### src/rtl/apf_pkg.sv
// ----------------------------------------------------------------------------
// apf_pkg
// Shared widths, register indexes and the result tag of the pooling unit.
// ----------------------------------------------------------------------------
package apf_pkg;

  localparam int unsigned SAMPLE_W     = 16;
  localparam int unsigned SUM_W        = 22;
  localparam int unsigned ROW_W        = 8;
  localparam int unsigned COL_W        = 8;
  localparam int unsigned CH_W         = 6;
  localparam int unsigned K_W          = 4;
  localparam int unsigned WIN_W        = 3;
  localparam int unsigned DIM_W        = 9;
  localparam int unsigned CHN_W        = 7;
  localparam int unsigned CFG_W        = 9;
  localparam int unsigned IDX_W        = 2;
  localparam int unsigned ADDR_W       = COL_W + CH_W;
  localparam int unsigned SUM_DEPTH    = 1 << ADDR_W;
  localparam int unsigned MAX_KERNEL   = 8;
  localparam int unsigned MAX_DIM      = 256;
  localparam int unsigned MAX_CHANNELS = 64;
  localparam int unsigned RECIP_W      = 29;
  localparam int unsigned RECIP_SHIFT  = 28;

  typedef enum logic [IDX_W-1:0] {
    REG_KERNEL = 2'd0,
    REG_ROWS   = 2'd1,
    REG_COLS   = 2'd2,
    REG_CHANS  = 2'd3
  } apf_reg_e;

  typedef struct packed {
    logic [ROW_W-1:0] row;
    logic [COL_W-1:0] col;
    logic [CH_W-1:0]  ch;
    logic             last;
  } apf_meta_t;

endpackage

### src/rtl/apf_round_div.sv
// ----------------------------------------------------------------------------
// apf_round_div
// Divides a window sum by kernel squared, nearest, ties away from zero.
// Three stages: magnitude plus half, reciprocal multiply, sign restore.
// ----------------------------------------------------------------------------
module apf_round_div (
  input  logic                                clk_i,
  input  logic                                rst_ni,
  input  logic                                en_i,
  input  logic                                valid_i,
  input  logic signed [apf_pkg::SUM_W-1:0]    sum_i,
  input  apf_pkg::apf_meta_t                  meta_i,
  input  logic [apf_pkg::K_W-1:0]             kernel_i,
  output logic                                valid_o,
  output logic [apf_pkg::SAMPLE_W-1:0]        avg_o,
  output apf_pkg::apf_meta_t                  meta_o
);
  import apf_pkg::*;

  localparam int unsigned PROD_W = SUM_W + RECIP_W;

  // ceil(2^28 / k^2): exact floor for every 22-bit dividend
  function automatic logic [RECIP_W-1:0] recip(input logic [K_W-1:0] k);
    logic [RECIP_W-1:0] r;
    unique case (k)
      4'd2:    r = 29'd67108864;
      4'd3:    r = 29'd29826162;
      4'd4:    r = 29'd16777216;
      4'd5:    r = 29'd10737419;
      4'd6:    r = 29'd7456541;
      4'd7:    r = 29'd5478275;
      4'd8:    r = 29'd4194304;
      default: r = 29'd268435456;
    endcase
    return r;
  endfunction

  logic                    a_valid_q, b_valid_q, c_valid_q;
  logic signed [SUM_W-1:0] a_sum_q;
  apf_meta_t               a_meta_q, b_meta_q, c_meta_q;
  logic [SUM_W-1:0]        b_mag_q;
  logic                    b_neg_q, c_neg_q;
  logic [PROD_W-1:0]       c_prod_q;

  logic [7:0]              kk;
  logic [SUM_W-1:0]        abs_sum;
  logic [SUM_W-1:0]        mag_d;
  logic [PROD_W-1:0]       prod_d;
  logic [SAMPLE_W-1:0]     quot;

  assign kk      = 8'(kernel_i) * 8'(kernel_i);
  assign abs_sum = a_sum_q[SUM_W-1] ? (~a_sum_q + SUM_W'(1)) : a_sum_q;
  assign mag_d   = abs_sum + SUM_W'(kk[7:1]);
  assign prod_d  = PROD_W'(b_mag_q) * PROD_W'(recip(kernel_i));
  assign quot    = c_prod_q[RECIP_SHIFT +: SAMPLE_W];

  always_ff @(posedge clk_i or negedge rst_ni) begin
    if (!rst_ni) begin
      a_valid_q <= 1'b0;
      b_valid_q <= 1'b0;
      c_valid_q <= 1'b0;
    end else if (en_i) begin
      a_valid_q <= valid_i;
      b_valid_q <= a_valid_q;
      c_valid_q <= b_valid_q;
    end
  end

  always_ff @(posedge clk_i) begin
    if (en_i) begin
      a_sum_q  <= sum_i;
      a_meta_q <= meta_i;
      b_mag_q  <= mag_d;
      b_neg_q  <= a_sum_q[SUM_W-1];
      b_meta_q <= a_meta_q;
      c_prod_q <= prod_d;
      c_neg_q  <= b_neg_q;
      c_meta_q <= b_meta_q;
    end
  end

  assign valid_o = c_valid_q;
  assign avg_o   = c_neg_q ? (~quot + SAMPLE_W'(1)) : quot;
  assign meta_o  = c_meta_q;

endmodule

### config.mk
export PLATFORM = sky130hd
export DESIGN_NAME = apf_round_div
export DESIGN_NICKNAME = d
export VERILOG_FILES = /design/src/rtl/apf_pkg.sv /design/src/rtl/apf_round_div.sv
export SDC_FILE = /design/constraint.sdc
export NUM_CORES = 1
export LEC_CHECK = 0
export BUFFER_PORTS_ARGS = -buffer_cell sky130_fd_sc_hd__buf_2
export CAP_MARGIN = 20
export CORE_ASPECT_RATIO = 1.75
export CORE_MARGIN = 2
export CORE_UTILIZATION = 59
export CTS_CLUSTER_DIAMETER = 200
export DETAILED_ROUTE_END_ITERATION = 8
export PLACE_DENSITY = 0.91
export SLEW_MARGIN = 15
export SYNTH_ARGS = -nofsm -noshare
export SYNTH_HDL_FRONTEND = slang
export SYNTH_SLANG_ARGS = --single-unit
### constraint.sdc
create_clock -name clk_i -period 6.6 [get_ports clk_i]
set_input_delay 0.66 -clock clk_i [delete_from_list [all_inputs] [get_ports clk_i]]
set_output_delay 0.66 -clock clk_i [all_outputs]
set_load 0.01 [all_outputs]
* Word-level counts from Yosys, hierarchy flattened
Cells that the tools add are included.
Storage, ports and cells: bits in latches 0, output and inout bits 40, logic and storage cells 37, memories kept 0, RAM bits 0, input bits 53, ROM bits 0, flip-flop bits (word level) 162
Cells by class: $add $sub $neg 3, equality and inequality tests 7, multiplexer cells 3, shift-type cells 0, $lt $le $gt $ge 0, divide/modulo/power cells 0, bitwise gates (word level) 2, reductions and logical operators 0, multiply operators 2
Operator list (count):
- case mux 29 bit (7 select lines) | 1
- multiplier 22 x 29 -> 44 bit | 1
- adder 22 x 2 -> 22 bit, second input constant | 1
- adder 22 x 7 -> 22 bit | 1
- two-way mux 22 bit | 1
- NOT 22 bit | 1
- adder 16 x 1 -> 16 bit, second input constant | 1
- == test 4 x 3 -> 1 bit, second input constant | 4
- two-way mux 16 bit | 1
- NOT 16 bit | 1
- == test 4 x 2 -> 1 bit, second input constant | 2
- multiplier 4 x 4 -> 8 bit | 1
- == test 4 bit, second input constant | 1

* Longest topological paths before layout
Gate-level depths: netlist (run 1).
depth after elaboration 4, depth in mapped cells 32, mapped depth without buffers 30

* Worst setup path after synthesis (run 1)
OpenSTA, ideal clock, no wires.
path type input to register, start in kernel_i[1] (netlist name), end reg c_prod_q[41] (data pin), buffers on the path 2, arrival time 7559 ps, setup time 258 ps, slack -1218 ps, cell stages on the path 28, cells stage by stage clkbuf_1 and2_1 inv_1 nor3_1 clkbuf_1 nand2_1 inv_1 nor2_1 fa_1 inv_1 fa_1 inv_1 fa_1 inv_1 fa_1 fa_1 fa_1 fa_1 ha_1 and4_1 nand2_1 nor3_1 a21bo_1 a31o_2 nor2_1 a41oi_1 o21ba_2 xnor2_1
On the way: word-level cells in the longest chain between the ends 3, elaborated cells between the ends (all ways) 9, those cells by class 1 x mul; 7 x eq/ne; 1 x mux
RTL lines:
- start, declared | RTL line apf_round_div.sv:13 | input logic [apf_pkg::K_W-1:0] kernel_i,
- == test 4 bit, or another cell as far along | RTL line apf_round_div.sv:25 | unique case (k)
- case mux 29 bit (7 select lines) * | RTL line apf_round_div.sv:25
- multiplier 22 x 29 -> 44 bit * | RTL line apf_round_div.sv:54 | assign prod_d = PROD_W'(b_mag_q) * PROD_W'(recip(kernel_i));
- net prod_d[41] | RTL line apf_round_div.sv:48 | logic [PROD_W-1:0] prod_d;
- end signal, assigned | RTL line apf_round_div.sv:76 | c_prod_q <= prod_d;
- end, declared | RTL line apf_round_div.sv:43 | logic [PROD_W-1:0] c_prod_q;
The timed path passes the listed nets; every way through them passes the cells marked *. A chain may end at the register's enable or synchronous reset.

* Final worst setup path (run 1)
start in kernel_i[2] (netlist name), end reg c_prod_q[42] (data pin)
Same word-level chain as after synthesis.

==> results of run 1 <==
[area by class of cell]
type                            count  area, µm²  share of cell area (%)
Timing Repair Buffer              488       3810                    13.8
Clock inverter                     15        173                   0.624
Multi-Input combinational cell   1342      16600                    59.8
Antenna cell                        3       7.51                  0.0271
Tap cell                          475        594                    2.15
Inverter                          554       2110                    7.60
Clock buffer                       17        425                    1.54
Sequential cell                   134       4010                    14.5
[report_power, final]
part	internal (W)	switching (W)
Combinational	0.00367	0.00428
Clock	0.000543	0.000457
Sequential	0.00117	0.000129
[worst register-to-register path, stage by stage, from the launching register on]
cell,delay [ns]
edfxtp_1,0.57
nand2_1,0.22
inv_1,0.09
nor2_2,0.19
inv_1,0.09
fa_1,0.53
inv_1,0.06
fa_2,0.51
fa_1,0.53
inv_1,0.05
fa_1,0.60
fa_1,0.48
fa_1,0.49
fa_1,0.57
ha_4,0.23
nand3_4,0.10
nor2_1,0.08
a221oi_2,0.36
nor2_2,0.10
a41oi_4,0.30
a21boi_2,0.12
o211ai_1,0.24
a21oi_2,0.10
xor2_1,0.15
[synth_stat cells, drive strengths merged (24+ instances only)]
cell type,instances
a21oi,42
o21ai,39
fa,438
ha,199
nand2,192
edfxtp,131
nor2,70
xnor2,56
and2,99
xor2,24
clkbuf,55
inv,554
[what timing repair did]
action / CTS / global route
gates resized for setup: 195 / 102
setup endpoints to repair: 16 / 16
setup buffers: 26 / 15
cloned: 2 / 1
hold buffers: 1 / 0
pin swaps: 98 / 63
hold endpoints to repair: 3 / 0
[stage by stage]
step,power [W],hold slack (ns)
3_3_place_gp,0.00727,0.407
5_1_grt,0.0109,0.365
2_1_floorplan,0.00489,0.364
3_5_place_dp,0.00762,0.406
6_report,0.0103,0.377
4_1_cts,0.00946,0.367
[routing by layer]
metal | part of all wire (%) | routed length (µm) | vias up | global-route usage, %
li1 | - | - | 7272 | -
met1 | 28 | 23100 | 8738 | 41.2
met2 | 49 | 41200 | 1132 | 74.3
met3 | 8.1 | 6760 | 611 | 15.4
met4 | 15 | 12200 | 2 | 48.1
met5 | 0.068 | 57 | - | 0
[path summary, 6_finish.rpt]
kind	endpoint	cells after the start	start
worst min register to register	b_meta_q[0]	0	a_meta_q[0]
worst min-delay path	a_meta_q[1]	1	meta_i[1]
worst max register to register	c_prod_q[42]	23	b_mag_q[12]
worst max-delay path	c_prod_q[42]	26	kernel_i[2]
max in group asynchronous	b_valid_q	2	rst_ni
min in group asynchronous	a_valid_q	2	rst_ni
[sequential cells by signal, summed over array words and instances (netlist names)]
| signal | flops |
|---|---|
| a_meta_q | 23 |
| b_meta_q | 23 |
| meta_o | 23 |
| a_sum_q | 22 |
| b_mag_q | 22 |
| c_prod_q | 16 |
| a_valid_q | 1 |
| b_neg_q | 1 |
| b_valid_q | 1 |
| c_neg_q | 1 |
| valid_o | 1 |
[cells by family after synthesis]
family	count (synthesis)	share of synthesized area, %
fa+ha+maj	637	51.9
buf+inv	618	10.8
simple gates	470	10.7
compound gates	149	4.67
flops	134	18.5
xor+xnor	80	3.26
mux	5	0.254
==> reports/metrics.cfg, run 1 <==
[floorplan]
io_pins = 93
die_area_um2 = 38400
rows = 93
core_um2 = 36500
die_h_um = 258
fp.dieW_um = 149
initial_utilization_pct = 59.4

[worst_setup_path]
cp.required_ns = 6.81
crit_top_cell = fa_1
r2r_setup_slack_ns = -0.38
worst-setup-path-type = in2reg
cp_data_arrival_time_ns = 7.43
cp_max_fo = 18
cp_slowest_stage_delay_ns = 0.59
start_kind = input port
slowest_stage = fa_2
critPathBufInv = 5
cp_top_family = adder cells
crit_path_end_kind = flip-flop

[cells_and_area]
final_cell_area_um2 = 27700
nNetsFinal = 3227
fill_cells = 2348
layout_commonest_cell = inv_1
fin_cells = 3028
syn_to_final_growth_pct = 27.6
most-common-layout-cells = 507 x inv_1, 385 x fa_1, 348 x buf_4
final_core_util_pct = 75.8
drive_gt1_share_pct = 31.2

[power]
cellLeakagePower_nw = 14.0
p_per_area_nw_per_um2 = 370
vdd_ir_drop_max_mv = 0.452

[global_route]
grt_pass1_wl_um = 123000
grt_pass1_vias = 20000
grt.overflow.total = 0
antenna_found_initial = 2
grt_start_max_net_pins = 80
grt_usage_pct = 45.2

[min_path]
hold_class = in2reg

[sta]
final.setup.worst_slack_ns = -0.623
period_needed_ns = 7.22
finalSetupViolations = 16
tightest_slew_ns = 0.982
max_freq_ghz = 0.138
rsz0062_at_grt = true
slew_headroom_pct = 34.5
final_hold_viol_count = 0
fin_skew_ns = 0.00925
final_max_slew_viol_count = 0
fin_crit_sh_pct = 109
setup-tns-final_ns = -7.64

[logic_synthesis]
synthArstFlopShare_pct = 2.24
avgSynthCellArea_um2 = 10.4
synthTopCellsByArea = fa_1 40%, edfxtp_1 18%, ha_1 11%, inv_1 9.6%, nand2_1 3.3%
yosysSeqAreaShare_pct = 18.5
synth_cells = 2093
synth-seq-cells = 134
yosys_most_used_dff = edfxtp_1
synth_nets = 2783
synth_top_area_share_pct = 40.4
synth_cell_types = 69
syn_area_um2 = 21700
synth_top_cell_by_area = fa_1
synth_edf_count = 131
yosysWarnings = 0

[routing]
drc_errors = 0
via_per_inst = 5.86
num_vias = 17800
drtAntennaViolNets = 0
wl_um = 83400
wl_per_cell_um = 27.5
drtIter0Drc = 1737
dr.pass1.iters = 6

[clock_network]
clock_tree.buffer_depth = 2
cts_root_buffer = clkbuf_16
cts_buffers = 17
cts_tree = yes
clk_pin_slew_ns = 0.07
clock_sinks = 134
clkLatencyLatePin_ns = 0.45
htreeDepth = 4

[status]
status = finished, violations left
violations = setup timing

[run]
cap_violations = 0

[placed_design]
io_buffer_count = 92
hpwl_um = 64200
dp.cells = 2955
place_area_um2 = 25600
dp_slack_ns = -1.40
gp_congestion = 1.09

(Power assumes the default switching activity.)
==> run 2, diff against run 1 <==
--- a/config.mk
+++ b/config.mk
@@ -8,7 +8,7 @@
 export BUFFER_PORTS_ARGS = -buffer_cell sky130_fd_sc_hd__buf_2
 export CAP_MARGIN = 20
 export CORE_ASPECT_RATIO = 1.75
-export CORE_MARGIN = 2
+export CORE_MARGIN = 5
 export CORE_UTILIZATION = 59
 export CTS_CLUSTER_DIAMETER = 200
 export DETAILED_ROUTE_END_ITERATION = 8
==> run 2 against run 1 <==
  * The run still ends with setup timing left
  * Power down 0.63%
  * Count of clock-buffer cells in the layout unchanged
  * Highest routed layer is now met4
  * Fmax down 0.16%
  * Final area down 0.89%
  * Sequential power about the same
==> reports/metrics.cfg, run 2 (synthesized netlist as in run 1, its figures left out) <==
[status]
status = finished, violations left
violations = setup timing

[power]
vdd_ir_drop_max_mv = 0.463  ; +2.4%
cellLeakagePower_nw = 14.0  ; about the same
p_sw_share_pct = 46.9  ; -0.59 points
p_comb_share_pct = 77.5  ; about the same
clock_power_share_pct = 9.7  ; about the same
switchingPower_w = 0.00478  ; -1.9%
p_per_area_nw_per_um2 = 371  ; +0.26%
pwr-share-seq_pct = 12.8  ; about the same
intPower_w = 0.00541  ; +0.50%

[floorplan]
io_pins = 93  ; unchanged
die_h_um = 264  ; +2.3%
core_um2 = 36700  ; +0.32%
rows = 93  ; unchanged
initial_utilization_pct = 59.2  ; -0.19 points
fp.dieW_um = 155  ; +4.0%
die_area_um2 = 40900  ; +6.4%

[cells_and_area]
final_cell_area_um2 = 27400  ; -0.89%
fill_cells = 2422  ; +3.2%
nNetsFinal = 3237  ; +0.31%
layout_commonest_cell = inv_1
syn_to_final_growth_pct = 26.5
drive_gt1_share_pct = 30.7  ; -0.47 points
most-common-layout-cells = 506 x inv_1, 386 x fa_1, 366 x buf_4

[min_path]
min-delay-start = sum_i[2]
hold_class = in2reg
min_to = a_sum_q[2]
holdPathStages = 1  ; unchanged

[worst_setup_path]
r2r_start = b_mag_q[5]
worst-setup-path-type = in2reg
cp_max_fo = 7  ; -11
r2r_setup_slack_ns = -0.39  ; about the same
cp_data_arrival_time_ns = 7.43  ; about the same
start_kind = input port
crit_start = kernel_i[1]
crit_path_end_kind = flip-flop
timing.rr.end = c_prod_q[42]
cp.required_ns = 6.80  ; about the same
reg2reg_depth = 24  ; +4.3%

[global_route]
grt_pass1_vias = 19900  ; -0.72%
grt_pass1_wl_um = 122000  ; -0.97%
antenna_found_initial = 3  ; +1
grt.overflow.total = 0  ; unchanged
grt_start_max_net_pins = 89  ; +11%
grt_usage_pct = 41.7  ; -3.6 points

[sta]
final_max_slew_viol_count = 0  ; unchanged
finalSetupViolations = 16  ; unchanged
tightest_slew_ns = 1.07  ; +0.0889 ns
period_needed_ns = 7.23  ; +0.0113 ns
final_hold_viol_count = 0  ; unchanged
rsz0062_at_grt = true
fin_skew_ns = 0.0156  ; +0.00637 ns
fin_crit_sh_pct = 110  ; +0.17 points
max_freq_ghz = 0.138  ; -0.16%
final.setup.worst_slack_ns = -0.634  ; -0.0113 ns
slew_headroom_pct = 28.6  ; -5.9 points

[clock_network]
cts_root_buffer = clkbuf_16
cts_buffers = 17  ; unchanged
clkLatencyLatePin_ns = 0.45  ; about the same
htreeDepth = 4  ; unchanged
cts_tree = yes
clock_tree.buffer_depth = 2  ; unchanged
clock_sinks = 134  ; unchanged
clk_pin_slew_ns = 0.08  ; about the same

[routing]
dr.pass1.iters = 7  ; +1
wl_um = 83000  ; -0.39%
drtIter0Drc = 1085  ; -38%
num_vias = 17300  ; -2.4%
wl_per_cell_um = 27.3  ; -0.68%
drc_errors = 0  ; unchanged
drtAntennaViolNets = 0  ; unchanged
via_per_inst = 5.70  ; -2.7%

[placed_design]
place_area_um2 = 25600  ; -0.15%
dp_slack_ns = -1.33  ; +0.0656 ns
hpwl_um = 68200  ; +6.3%
io_buffer_count = 92  ; unchanged
gp_congestion = 1.09  ; -0.16%

[run]
cap_violations = 0  ; unchanged

run 2: cell count changes in the layout (fill, tap and decap cells not counted), moves of 5 or more:
| cell | previous run | this run |
|---|---|---|
| buf_4 | 348 | 366 |
| nor2_2 | 11 | 16 |
| ha_4 | 25 | 14 |
| buf_12 | 16 | 11 |
| ha_1 | 172 | 183 |
run 2: area by class of cell:
cell class	instances	area (µm²)	area share [%]
diodes	2	5.00	0.0182
clock buffers	17	425	1.55
clock inverters	15	174	0.634
inverters	554	2100	7.66
multi-input cells	1341	16300	59.4
flip-flops and latches	134	4010	14.6
well taps	475	594	2.17
repair buffers	499	3830	13.9
run 2: power groups by stage:
stage	sequential, W	clock, W	combinational (W)
floorplan	0.00125	0	0.00364
finish	0.00130	0.000989	0.00790
global placement	0.00130	0	0.00618
CTS	0.00130	0.000992	0.00708
global route	0.00131	0.00104	0.00841
detailed placement	0.00131	0	0.00647
run 2: worst max-delay path, cell delays in order:
cell and delay (ns):
buf_12 0.10, and2_4 0.16, inv_4 0.04, nor3_4 0.29, buf_6 0.17, buf_8 0.12
buf_4 0.12, nand2_1 0.09, inv_2 0.19, fa_2 0.47, fa_2 0.55, fa_2 0.45
fa_2 0.70, fa_2 0.47, fa_1 0.48, fa_1 0.54, ha_4 0.21, nand4_1 0.17
nor2_2 0.09, nor3_2 0.27, o21ai_1 0.12, a31oi_2 0.28, a21boi_2 0.12, o211ai_1 0.27
a21oi_2 0.11, xor2_1 0.17
run 2: timing repair:
item	4_1_cts	5_1_grt
buffers inserted	18	26
hold endpoints to repair	3	0
setup endpoints to repair	16	16
pin swaps	52	84
resized for setup	149	115
gates cloned	3	0
hold buffers	1	0
run 2: metal layers:
layer / track usage (%) / part of all wire, % / vias to the layer above
met5: 0 / 0 / -
met4: 40.2 / 14 / 0
met3: 8.36 / 5.6 / 466
met2: 74.0 / 53 / 947
met1: 38.3 / 28 / 8633
li1: - / - / 7278
run 2: worst max path at each step:
stage                         to  slack (ns)  depth (start not counted)
floorplan           c_prod_q[41]       -0.47                         26
global placement    c_prod_q[39]       -1.08                         27
detailed placement  c_prod_q[39]       -1.33                         29
CTS                 c_prod_q[42]       -0.43                         26
global route        c_prod_q[42]       -0.78                         29
finish              c_prod_q[42]       -0.63                         26
run 2: per-stage QoR:
step	hold WS [ns]	setup TNS, ns	util, %	instances	total power (W)
floorplan	0.364	-4.24	-	2093	0.00489
global placement	0.405	-14.76	69.8	2960	0.00748
detailed placement	0.405	-18.37	69.8	2960	0.00778
CTS	0.387	-5.03	73.5	3013	0.00937
global route	0.375	-10.01	74.9	3035	0.0108
finish	0.393	-7.74	74.9	3037	0.0102
==> run 3, diff against run 2 <==
--- a/config.mk
+++ b/config.mk
@@ -7,11 +7,12 @@
 export LEC_CHECK = 0
 export BUFFER_PORTS_ARGS = -buffer_cell sky130_fd_sc_hd__buf_2
 export CAP_MARGIN = 20
-export CORE_ASPECT_RATIO = 1.75
 export CORE_MARGIN = 5
 export CORE_UTILIZATION = 59
+export CTS_BUF_LIST = sky130_fd_sc_hd__clkbuf_8
 export CTS_CLUSTER_DIAMETER = 200
 export DETAILED_ROUTE_END_ITERATION = 8
+export HOLD_SLACK_MARGIN = 0.1
 export PLACE_DENSITY = 0.91
 export SLEW_MARGIN = 15
 export SYNTH_ARGS = -nofsm -noshare
==> run 3 against run 2 <==
  * The run still ends with setup timing left
  * Wire length down 9.9%
  * Die area decreased by 0.37%
  * Final cell count fell by 0.86%
  * Non-clock buffer count fell by 19
  * Count of clock-buffer cells in the layout unchanged
  * First-iteration DRC count rose by 25%
  * Final area down 1.1%
  * Sequential share of layout area rose by 0.17 points
  * Power is 4.2% lower
  * Clock skew rose by 0.0014 ns
==> reports/metrics.cfg, run 3 (synthesized netlist as in run 1, its figures left out) <==
[placed_design]
gp_congestion = 1.05  ; -3.3%
hpwl_um = 59100  ; -13%
dp.cells = 2940  ; -0.68%
place_area_um2 = 25500  ; -0.42%
io_buffer_count = 92  ; unchanged

[global_route]
grt.met2_usage_pct = 62.4  ; -12 points
grt_pass1_wl_um = 110000  ; -9.6%
grt.overflow.total = 0  ; unchanged
grtUsageMet1_pct = 41.3  ; +3.0 points
grt_busiest_layer = met2
grt_util_met3_pct = 7.11  ; -1.3 points
antenna_found_initial = 1  ; -2
grt_usage_pct = 36.1  ; -5.6 points
grt_start_max_net_pins = 92  ; +3.4%
grt_pass1_vias = 19000  ; -4.4%

[cells_and_area]
drive_gt1_share_pct = 29.5  ; -1.2 points
fin_cells = 3011  ; -0.86%
most-common-layout-cells = 527 x inv_1, 390 x fa_1, 358 x buf_4
layout_commonest_cell = inv_1
multi_input_area_um2 = 16400  ; +0.63%
nNetsFinal = 3219  ; -0.56%
final_cell_area_um2 = 27100  ; -1.1%
regArea_um2 = 4010  ; unchanged
syn_to_final_growth_pct = 25.0
fill_cells = 2346  ; -3.1%

[power]
p_comb_share_pct = 79.4  ; +1.9 points
pwr-share-seq_pct = 13.1  ; +0.3 points
cellLeakagePower_nw = 13.9  ; -0.84%
p_per_area_nw_per_um2 = 360  ; -3.1%
vdd_ir_drop_max_mv = 0.476  ; +2.9%
intPower_w = 0.00513  ; -5.2%
clock_power_share_pct = 7.5  ; -2.2 points
switchingPower_w = 0.00463  ; -3.1%
p_sw_share_pct = 47.5  ; +0.56 points

[clock_network]
cts_tree = yes
clkLatencyLatePin_ns = 0.48  ; +0.03 ns
clock_tree.buffer_depth = 2  ; unchanged
clock_sinks = 134  ; unchanged
cts_root_buffer = clkbuf_8
clk_pin_slew_ns = 0.10  ; +0.02 ns
htreeDepth = 4  ; unchanged
cts_buffers = 17  ; unchanged

[worst_setup_path]
cp_slowest_stage_delay_ns = 0.59  ; -0.11 ns
cp.required_ns = 6.84  ; +0.04 ns
worst-setup-path-type = in2reg
slowest_stage = fa_2
start_kind = input port
crit_path_end_kind = flip-flop
cp_data_arrival_time_ns = 7.45  ; +0.02 ns
cp_max_fo = 7  ; unchanged
crit_top_cell = fa_1

[floorplan]
fp.dieW_um = 202  ; +30%
io_pins = 93  ; unchanged
rows = 70  ; -25%
core_um2 = 36400  ; -0.60%
initial_utilization_pct = 59.6  ; +0.36 points
die_area_um2 = 40700  ; -0.37%
die_h_um = 202  ; -23%

[status]
violations = setup timing
status = finished, violations left

[min_path]
hold_class = in2reg

[routing]
dr.pass1.iters = 6  ; -1
drtAntennaViolNets = 0  ; unchanged
via_per_inst = 5.70  ; about the same
wl_per_cell_um = 24.8  ; -9.2%
wl_um = 74800  ; -9.9%
drtIter0Drc = 1355  ; +25%
drc_errors = 0  ; unchanged
num_vias = 17200  ; -0.89%

[sta]
period_needed_ns = 7.20  ; -0.0294 ns
slew_headroom_pct = 26.6  ; -2.0 points
max_freq_ghz = 0.139  ; +0.41%
hold_slack_ns = 0.348  ; -0.0451 ns
rsz0062_at_grt = true
final.setup.worst_slack_ns = -0.605  ; +0.0294 ns
finalSetupViolations = 16  ; unchanged
fin_skew_ns = 0.0171  ; +0.00144 ns
tightest_slew_ns = 1.10  ; +0.0297 ns
fin_crit_sh_pct = 109  ; -0.45 points
final_max_slew_viol_count = 0  ; unchanged
final_hold_viol_count = 0  ; unchanged

[run]
cap_violations = 0  ; unchanged

==> run 3: layout make-up <==
cell class	count	share of cell area, %
Multi-Input combinational cell	1342	60.5
Clock inverter	15	0.669
Sequential cell	134	14.8
Timing Repair Buffer	480	13.3
Antenna cell	1	0.00922
Inverter	554	7.70
Clock buffer	17	0.862
Tap cell	468	2.16
==> run 3: power groups by stage <==
stage | clock network [W] | registers, W | logic, W
5_1_grt | 0.000776 | 0.00129 | 0.00830
3_3_place_gp | 0 | 0.00128 | 0.00601
2_1_floorplan | 0 | 0.00125 | 0.00364
4_1_cts | 0.000731 | 0.00128 | 0.00685
3_5_place_dp | 0 | 0.00129 | 0.00622
6_report | 0.000731 | 0.00128 | 0.00775
==> run 3: worst max-delay path, delay by kind of cell <==
family                   cells  cell delay, ns
XOR/XNOR                     1            0.17
adder cells (fa/ha/maj)      8            3.60
buffers and inverters        9            0.88
AO/OA/AOI/OAI                6            1.26
AND/OR/NAND/NOR              6            0.85
==> run 3: through the flow <==
stage	util, %	power (W)	worst slack [ns]	setup TNS, ns
after global routing	74.5	0.0104	-0.766	-9.45
after global placement	69.9	0.00729	-1.08	-15.26
after floorplan	-	0.00489	-0.472	-4.24
after detailed placement	69.9	0.00751	-1.24	-16.89
after CTS	72.4	0.00885	-0.413	-4.56
final	74.5	0.00976	-0.605	-7.23
==> run 3: metal layers <==
metal	wire length [µm]	vias up	share of wire (%)
li1	-	7233	-
met3	5870	383	7.8
met4	6090	0	8.1
met1	25200	8578	34
met5	0	-	0
met2	37600	976	50
==> run 3: what timing repair did <==
item                                    CTS  global route
endpoints found under the setup margin   16            16
gates resized for setup                  94           140
cloned                                    2             3
hold buffers                              1             0
buffers inserted                         14            21
pin swaps                                33           106
hold endpoints to repair                  3             0
==> run 3: path summary, 6_finish.rpt <==
path / startpoint / end / slack [ns] / depth (start not counted)
setup reg to reg: b_mag_q[2] / c_prod_q[39] / -0.24 / 25
max in group asynchronous: rst_ni / b_valid_q / 5.99 / 2
min in group asynchronous: rst_ni / valid_o / 0.50 / 2
setup / recovery: kernel_i[1] / c_prod_q[39] / -0.60 / 30
hold / removal: meta_i[21] / a_meta_q[21] / 0.35 / 1
hold reg to reg: a_meta_q[7] / b_meta_q[7] / 0.43 / 0
